## src/fdt_pkg.sv

```systemverilog
`timescale 1ns / 1ps
// Shared types and constants for the float-to-decimal text formatter.
// No dependencies; imported by every module of the block.
package fdt_pkg;

  localparam logic [7:0] CHAR_NONE  = 8'h00;
  localparam logic [7:0] CHAR_MINUS = 8'h2D;
  localparam logic [7:0] CHAR_DOT   = 8'h2E;
  localparam logic [7:0] CHAR_ZERO  = 8'h30;

  localparam int FRAC_BITS = 48;
  localparam int INT_BITS  = 32;
  localparam int MAX_INT_DIGITS = 10;

  // Biased exponent at and above which the value is NaN, infinity or too large.
  localparam logic [7:0] EXP_LIMIT = 8'd158;
  // Largest legal biased exponent, used to place the significand.
  localparam logic [7:0] EXP_TOP   = 8'd157;

  // Reciprocal of ten, exact for any 32-bit dividend with a shift of 35.
  localparam logic [31:0] RECIP_TEN = 32'hCCCC_CCCD;
  localparam int          RECIP_SHIFT = 35;

  typedef enum logic [2:0] {
    ST_IDLE,
    ST_DECODE,
    ST_IDIV,
    ST_SIGN,
    ST_INT,
    ST_DOT,
    ST_FRAC,
    ST_ERR
  } fdt_state_t;

  typedef enum logic {
    OP_DIV10,
    OP_MUL10
  } fdt_op_t;

  // Result of the shared digit unit.
  typedef struct packed {
    logic [3:0]           digit;
    logic [INT_BITS-1:0]  quo;
    logic [FRAC_BITS-1:0] frac;
  } fdt_dig_res_t;

  // Decoded magnitude of one float.
  typedef struct packed {
    logic                 err;
    logic                 neg;
    logic [INT_BITS-1:0]  ipart;
    logic [FRAC_BITS-1:0] fpart;
  } fdt_unpack_t;

endpackage

```

## src/fdt_unpack.sv

```systemverilog
`timescale 1ns / 1ps
// Decodes an IEEE single-precision pattern into sign, error and 32.48 fixed point.
// Depends on fdt_pkg.
module fdt_unpack (
  input  logic [31:0]         value_bits,
  output fdt_pkg::fdt_unpack_t dec
);
  import fdt_pkg::*;

  logic [7:0]                      bexp;
  logic [7:0]                      eff_exp;
  logic [7:0]                      shamt;
  logic [23:0]                     mant;
  logic [INT_BITS+FRAC_BITS-1:0]   wide;

  always_comb begin
    bexp    = value_bits[30:23];
    mant    = {(bexp != 8'd0), value_bits[22:0]};
    eff_exp = (bexp == 8'd0) ? 8'd1 : bexp;
    // At the top exponent the significand's low bit lands on bit 55, of weight 2^7.
    shamt   = EXP_TOP - eff_exp;
    wide    = {1'b0, mant, 55'd0} >> shamt;

    dec.err   = (bexp >= EXP_LIMIT);
    dec.neg   = value_bits[31] && (value_bits[30:0] != 31'd0);
    dec.ipart = wide[INT_BITS+FRAC_BITS-1:FRAC_BITS];
    dec.fpart = wide[FRAC_BITS-1:0];
  end

endmodule

```

## config.mk

```make
export PLATFORM = sky130hd
export DESIGN_NAME = fdt_unpack
export DESIGN_NICKNAME = d
export VERILOG_FILES = /design/src/fdt_pkg.sv /design/src/fdt_unpack.sv
export SDC_FILE = /design/constraint.sdc
export NUM_CORES = 1
export LEC_CHECK = 0
export ABC_CLOCK_PERIOD_IN_PS = 3080
export BUFFER_PORTS_ARGS = -buffer_cell sky130_fd_sc_hd__buf_2
export CAP_MARGIN = 20
export CORE_ASPECT_RATIO = 0.75
export CORE_MARGIN = 1
export CORE_UTILIZATION = 40
export DETAILED_ROUTE_END_ITERATION = 16
export PLACE_DENSITY = 0.75
export SLEW_MARGIN = 25
export SYNTH_ARGS = -nofsm -noshare
export SYNTH_HDL_FRONTEND = slang
export SYNTH_SLANG_ARGS = --single-unit
```

## constraint.sdc

```tcl
create_clock -name vclk -period 3.08
set_input_delay 0.308 -clock vclk [all_inputs]
set_output_delay 0.308 -clock vclk [all_outputs]
set_load 0.005 [all_outputs]
```

* Word level (Yosys, flattened, before mapping)
Index checks and enable logic that the tools add are counted.
** Word-level totals
- Bits in registers :: 0
- Logic and storage cells :: 8
- Output and inout bits :: 82
- Input port bits :: 32
** Operators by class
- Reduce and logical (&&, ||, !) cells :: 4
- Shift-type cells :: 1
- Magnitude comparators :: 1
- $add $sub $neg :: 1
- Mux-type cells :: 1
** Operators with widths (number)
- right shift 79 x 8 -> 80 bit :: 1
- nonzero test 31 bit :: 1
- >= comparator 8 bit, second input constant :: 1
- logical NOT 8 bit :: 1
- two-way mux 8 bit :: 1
- nonzero test 8 bit :: 1
- subtractor 8 bit, first input constant :: 1
- logical AND 1 bit :: 1

* Depth between registers and ports, before layout
Gate-level depths: netlist of the first run.
- Depth after elaboration :: 4
- Mapped depth :: 10
- Gate-level depth less buffers :: 7

* Least setup slack after synthesis of the first run
Ideal clock, no wire load.
- Path type :: in2out
- From :: in value_bits[29]
- To :: out dec[10] in the netlist's numbering
- Cell stages on the path :: 10
- Arrival :: 2.607 ns
- Required time :: 2.772 ns
- Buffers on the path :: 3
- Slack :: 0.165 ns
- Path through :: buf_6 or4_4 buf_6 o21ai_4 buf_12 mux2i_1 mux4_2 nor2_1 a311o_1 a32o_1
** RTL lines
- start, declared :: line fdt_unpack.sv:5 : input logic [31:0] value_bits,
- end, declared :: line fdt_unpack.sv:6 : output fdt_pkg::fdt_unpack_t dec

==> results.tsv, run 1 <==
stage	metric	value	unit
drt	Vias	5006	
floorplan	Core Rows	28	
timing	Final Worst Setup Slack	-90.8	ps
critical_path	Worst path max stage delay	550	ps
cts	# hold bufs at CTS	0	
place	placed cells	731	
drt	Routed WL per cell	22.0	µm
place	detailed placement HPWL	12.3	mm
critical_path	CP endpoint kind	primary output	
job	Max-cap violations	0	
power_and_ir_drop	LEAKAGE	2.08	nW
grt	vias in the first global route	4329	
drt	drt drc	0	
finish	# diodes	0	
finish	synthesis-to-layout area growth	40.0	%
synthesis	Syn Nets	523	
critical_path	Startpoint Class	input port	
grt	first-pass GRT wire length	24.3	mm
grt	pin count of the biggest net entering global routing	36	
place	pre-CTS setup slack	-223	ps
finish	Final Core Density	58.7	%
run_status	failing checks	negative setup slack	
drt	1st-iter DRT viols	733	
finish	layout cell share with drive strength beyond 1	43.3	%
synthesis	simple-gate share of the synthesized area	27.6	%
synthesis	Ys Warns	0	
timing	RSZ-0062 raised after global routing	true	
drt	total wire length	16.2	mm
synthesis	largest family of logic cells by synthesized area	compound AO/OA/AOI/OAI gates	
floorplan	CORE AREA	8020	µm²
synthesis	register area share after synthesis	0	%
place	Port Buffers	113	
timing	Max Transition Viols Final	0	
timing	Slew @ Worst Pin	621	ps
finish	final net count	665	
worst_hold_path	Worst Hold Class	in -> out	
grt	grt ovf	0	
floorplan	area of the die	8780	µm²
synthesis	Synth top area share	16.1	%
critical_path	Setup Crit Path Kind	in -> out	
finish	Final Instance Count excl. Fillers	736	
critical_path	Crit. Startpoint	value_bits[28]	
critical_path	Worst Path Max Fanout	4	
synthesis	Cells after Synth	491	
run_status	status	finished with violations	
floorplan	Die Height	81.4	µm
synthesis	compound-cell area share of the yosys netlist	33.1	%
floorplan	# IOs	114	
critical_path	crit-path cells	buf_6, or4_4, o21ai_4, clkbuf_16, buf_12, mux2i_4, mux4_2, buf_4, o22ai_2, o22ai_1, a21oi_1, buf_2	
timing	crit path time final	3170	ps
drt	post-route antenna net violation count	0	
synthesis	most numerous cell in the Yosys netlist	nor2_1	
synthesis	Avg Inst Size Synth	6.85	µm²
timing	Max transition margin	58.2	%
timing	crit share post-route	103	%
power_and_ir_drop	VDD IR max	96.8	µV
synthesis	Area contributors post-synth	mux4_2, mux2i_1, nor2_1, a21oi_1, nand2_1	
synthesis	multiplexer share of the synthesized area	31.0	%
finish	storage element area	0	µm²
synthesis	Yosys top cell by area	mux4_2	
synthesis	Synth Area in Adders	0	%
grt	initial antenna violation count	0	
worst_hold_path	Hold Startpoint	value_bits[31]	
floorplan	Starting Density	41.9	%
drt	DR pass1 iterations	5	
synthesis	top post-synthesis cells by count	nor2_1, nand2_1, clkbuf_1, mux2i_1, a21oi_1	
floorplan	Die W	108	µm
synthesis	synthesized area	3360	µm²
grt	GRT Util Overall	35.6	%
critical_path	Arr. time, crit path	2860	ps
synthesis	post-synthesis xor/xnor area fraction	0.781	%
finish	clk_buf instances	0	
finish	sequential cells	0	
timing	Fmax achieved	0.315	GHz
critical_path	CP max-delay cell	or4_4	
place	GPL Wtd Cong	1.03	
finish	footprint of the multi-input gates	3320	µm²
critical_path	CP Data Required Time	2770	ps
drt	vias per inst	6.80	
finish	# fillers	766	
power_and_ir_drop	Power Density	187	nW/µm²
timing	Final Setup Violations	13	
synthesis	Yosys cell types	72	
timing	Hold Vio Cnt, Final	0	
-- cells by family (layout without fill, tap and decap cells) --
logic type / count (synthesis) / after routing
simple gates: 198 / 198
compound gates: 163 / 163
other cells: 1 / 1
xor+xnor: 3 / 3
mux: 71 / 71
buf+inv: 55 / 195
-- worst max-delay path: cells and delay by family --
family | cells | cell delay, ps
buffers and inverters | 5 | 690
AO/OA/AOI/OAI | 4 | 700
multiplexers | 2 | 610
AND/OR/NAND/NOR | 1 | 550
-- path summary, 6_finish.rpt --
check | endpoint | slack [ps] | cells after the start
worst min-delay path | dec[80] | 890 | 3
worst max-delay path | dec[14] | -90 | 12
-- repair_timing --
action | in CTS | in global routing
pin swaps | 1 | 8
setup endpoints to repair | 22 | 47
gates resized for setup | 15 | 36
buffers inserted | 0 | 4
gates cloned | 0 | 1
-- where the power goes --
| part | switching [mW] | internal, mW |
|---|---|---|
| clock | 0 | 0 |
| combinational | 0.497 | 0.382 |
| sequential | 0 | 0 |
| total | 0.497 | 0.382 |
-- layout make-up --
cell class	instances	share of cell area, %
inverters	5	0.399
multi-input cells	436	70.6
well taps	105	2.79
repair buffers	190	26.2
-- metal layers --
layer | GRT usage (%) | up-vias | part of all wire, %
met5 | 0 | - | 0
met4 | 6.44 | 0 | 1.0
met3 | 3.89 | 27 | 14
met2 | 55.9 | 422 | 44
met1 | 52.7 | 2384 | 41
li1 | - | 2173 | -
-- placed cells by master, fill, tap and decap left out, drive strengths merged, types with 4 or more instances in the layout --
cell,instances
o21a,7
a21oi,31
buf,189
mux2,9
o22ai,20
nand2,40
a31oi,5
o31a,4
and2,5
a211oi,4
o31ai,6
mux4,25
mux2i,37
nor2b,6
a21o,5
nand3,9
or3,4
nor3,16
a22o,4
or2,8
inv,5
o21ai,35
nand2b,4
nor4,9
nor2,83
-- metrics by stage --
step	TNS, ps	hold slack [ps]	cell area [µm²]	total power, mW
floorplan	0	695	3360	0.475
global placement	-283	888	4420	0.761
detailed placement	-1190	884	4420	0.773
CTS	-63.2	887	4490	0.794
global route	-2650	914	4710	0.928
finish	-682	886	4710	0.879
No activity file was read; power rests on OpenSTA's default activity.
==> run 2: changes to the inputs <==
--- a/config.mk
+++ b/config.mk
@@ -13,6 +13,7 @@
 export CORE_UTILIZATION = 40
 export DETAILED_ROUTE_END_ITERATION = 16
 export PLACE_DENSITY = 0.75
+export SETUP_SLACK_MARGIN = 0.4
 export SLEW_MARGIN = 25
 export SYNTH_ARGS = -nofsm -noshare
 export SYNTH_HDL_FRONTEND = slang
==> run 2 against run 1 <==
Effect of this change: the run still ends with negative setup slack left; global-route usage rose by 3.3 points; highest routed layer unchanged; setup slack improved by 38 ps; die area did not move; hold slack improved by 5.5 ps; first-iteration DRC count rose by 10%; sequential share of layout area did not move; largest power group unchanged; power rose by 27%.
==> results.tsv, run 2 (synthesized netlist as in run 1, its figures left out) <==
stage	metric	value	unit	change
run_status	status	finished with violations		
run_status	failing checks	negative setup slack		
place	placed cells	730		-0.14%
power_and_ir_drop	LEAKAGE	2.36	nW	+14%
drt	post-route antenna net violation count	0		unchanged
timing	Fmax achieved	0.319	GHz	+1.2%
floorplan	CORE AREA	8020	µm²	unchanged
critical_path	Worst path max stage delay	540	ps	about the same
critical_path	crit-path cells	buf_6, or4_4, o21ai_4, buf_12, buf_12, mux2i_4, mux4_2, mux2_4, and2_4, nor3_2, buf_2		
worst_hold_path	Worst Hold Class	in -> out		
timing	Max Transition Viols Final	0		unchanged
finish	clk_buf instances	0		unchanged
timing	crit path time final	3130	ps	-37.9 ps
place	Port Buffers	113		unchanged
floorplan	# IOs	114		unchanged
critical_path	Startpoint Class	input port		
finish	commonest non-fill, non-tap cell in the layout	buf_2		
finish	layout cell share with drive strength beyond 1	56.8	%	+14 points
power_and_ir_drop	Power Density	197	nW/µm²	+5.8%
critical_path	Setup Crit Path Kind	in -> out		
grt	initial antenna violation count	0		unchanged
drt	Routed WL per cell	23.3	µm	+6.0%
drt	total wire length	17.7	mm	+9.9%
finish	most frequent cells in the layout	buf_2, nor2_1, buf_4		
finish	storage element area	0	µm²	unchanged
grt	grt ovf	0		unchanged
critical_path	Top cell by count, worst path	buf_12		
power_and_ir_drop	VDD IR max	126	µV	+30%
finish	synthesis-to-layout area growth	68.0	%	
finish	final instance area	5650	µm²	+20%
critical_path	CP endpoint kind	primary output		
grt	vias in the first global route	4805		+11%
drt	Vias	5383		+7.5%
timing	RSZ-0062 raised after global routing	true		
finish	# diodes	0		unchanged
finish	final net count	692		+4.1%
floorplan	Die W	108	µm	unchanged
job	Max-cap violations	0		unchanged
critical_path	CP Data Required Time	2770	ps	about the same
finish	Final Instance Count excl. Fillers	763		+3.7%
place	GPL Wtd Cong	1.03		-0.31%
grt	pin count of the biggest net entering global routing	34		-5.6%
drt	drt drc	0		unchanged
place	pre-CTS setup slack	-68.4	ps	+155 ps
floorplan	Core Rows	28		unchanged
drt	1st-iter DRT viols	808		+10%
cts	# hold bufs at CTS	0		unchanged
grt	GRT Util Overall	39.0	%	+3.3 points
floorplan	area of the die	8780	µm²	unchanged
timing	Slew @ Worst Pin	732	ps	+111 ps
timing	Max transition margin	50.7	%	-7.5 points
critical_path	Worst Path Max Fanout	7		+3
timing	Hold Vio Cnt, Final	0		unchanged
timing	Final Setup Violations	13		unchanged
floorplan	Die Height	81.4	µm	unchanged
critical_path	Arr. time, crit path	2820	ps	-40 ps
timing	Final Worst Setup Slack	-52.9	ps	+37.9 ps
drt	vias per inst	7.06		+3.7%
place	detailed placement HPWL	12.5	mm	+1.4%
timing	hold_ws	892	ps	+5.55 ps
timing	crit share post-route	102	%	-1.2 points
finish	sequential cells	0		unchanged
floorplan	Starting Density	41.9	%	unchanged
critical_path	CP max-delay cell	or4_4		
grt	first-pass GRT wire length	26.5	mm	+9.2%
place	DP Area	4570	µm²	+3.5%
drt	DR pass1 iterations	6		+1
## run 2: changes by cell type in the layout (fill, tap and decap cells not counted), moves of 6 or more
cell / delta
o21ai_0: -13
o22ai_1: -13
a21oi_1: -10
a21oi_2: +7
buf_6: +27
o22ai_2: +7
o22ai_4: +6
o21ai_2: +7
nor2_2: +13
nor2_1: -17
## run 2: timing repair
action / in CTS / in global routing
pin swaps: 73 / 44
cloned: 2 / 0
gates resized for setup: 116 / 53
endpoints found under the setup margin: 74 / 75
setup buffers: 23 / 8
## run 2: final timing paths
kind                  startpoint  depth (start not counted)      end
setup / recovery  value_bits[30]                         11  dec[22]
hold / removal    value_bits[31]                          3  dec[80]
## run 2: critical path: cells and delay by family
kind,cells,cell delay (ps)
AND/OR/NAND/NOR,3,840
AO/OA/AOI/OAI,1,210
buffers and inverters,4,520
multiplexers,3,920
## run 2: area by class of cell
class / count / area [µm²]
inverters: 5 / 18.8
fillers: 599 / 2370
repair buffers: 217 / 1640
multi-input cells: 436 / 3860
well taps: 105 / 131
## run 2: routing by layer
layer | vias to the layer above | routed length, µm | track usage (%) | share of wire (%)
li1 | 2245 | - | - | -
met1 | 2509 | 6850 | 53.7 | 39
met2 | 523 | 7630 | 62.5 | 43
met3 | 106 | 2430 | 6.03 | 14
met4 | 0 | 844 | 12.5 | 4.8
met5 | - | 0 | 0 | 0
## run 2: through the flow
step | setup TNS [ps] | power [mW] | util [%]
after global routing | -2120 | 1.16 | 70.4
after CTS | -46.0 | 0.989 | 66.7
after floorplan | 0 | 0.501 | -
after detailed placement | -240 | 0.814 | 57.0
after global placement | 0 | 0.803 | 57.0
final | -359 | 1.11 | 70.4
## run 2: report_power, final
part           internal [mW]  switching [mW]  leakage [nW]
Combinational          0.508           0.607          2.36
Clock                      0               0             0
Sequential                 0               0             0
Total                  0.508           0.607          2.36
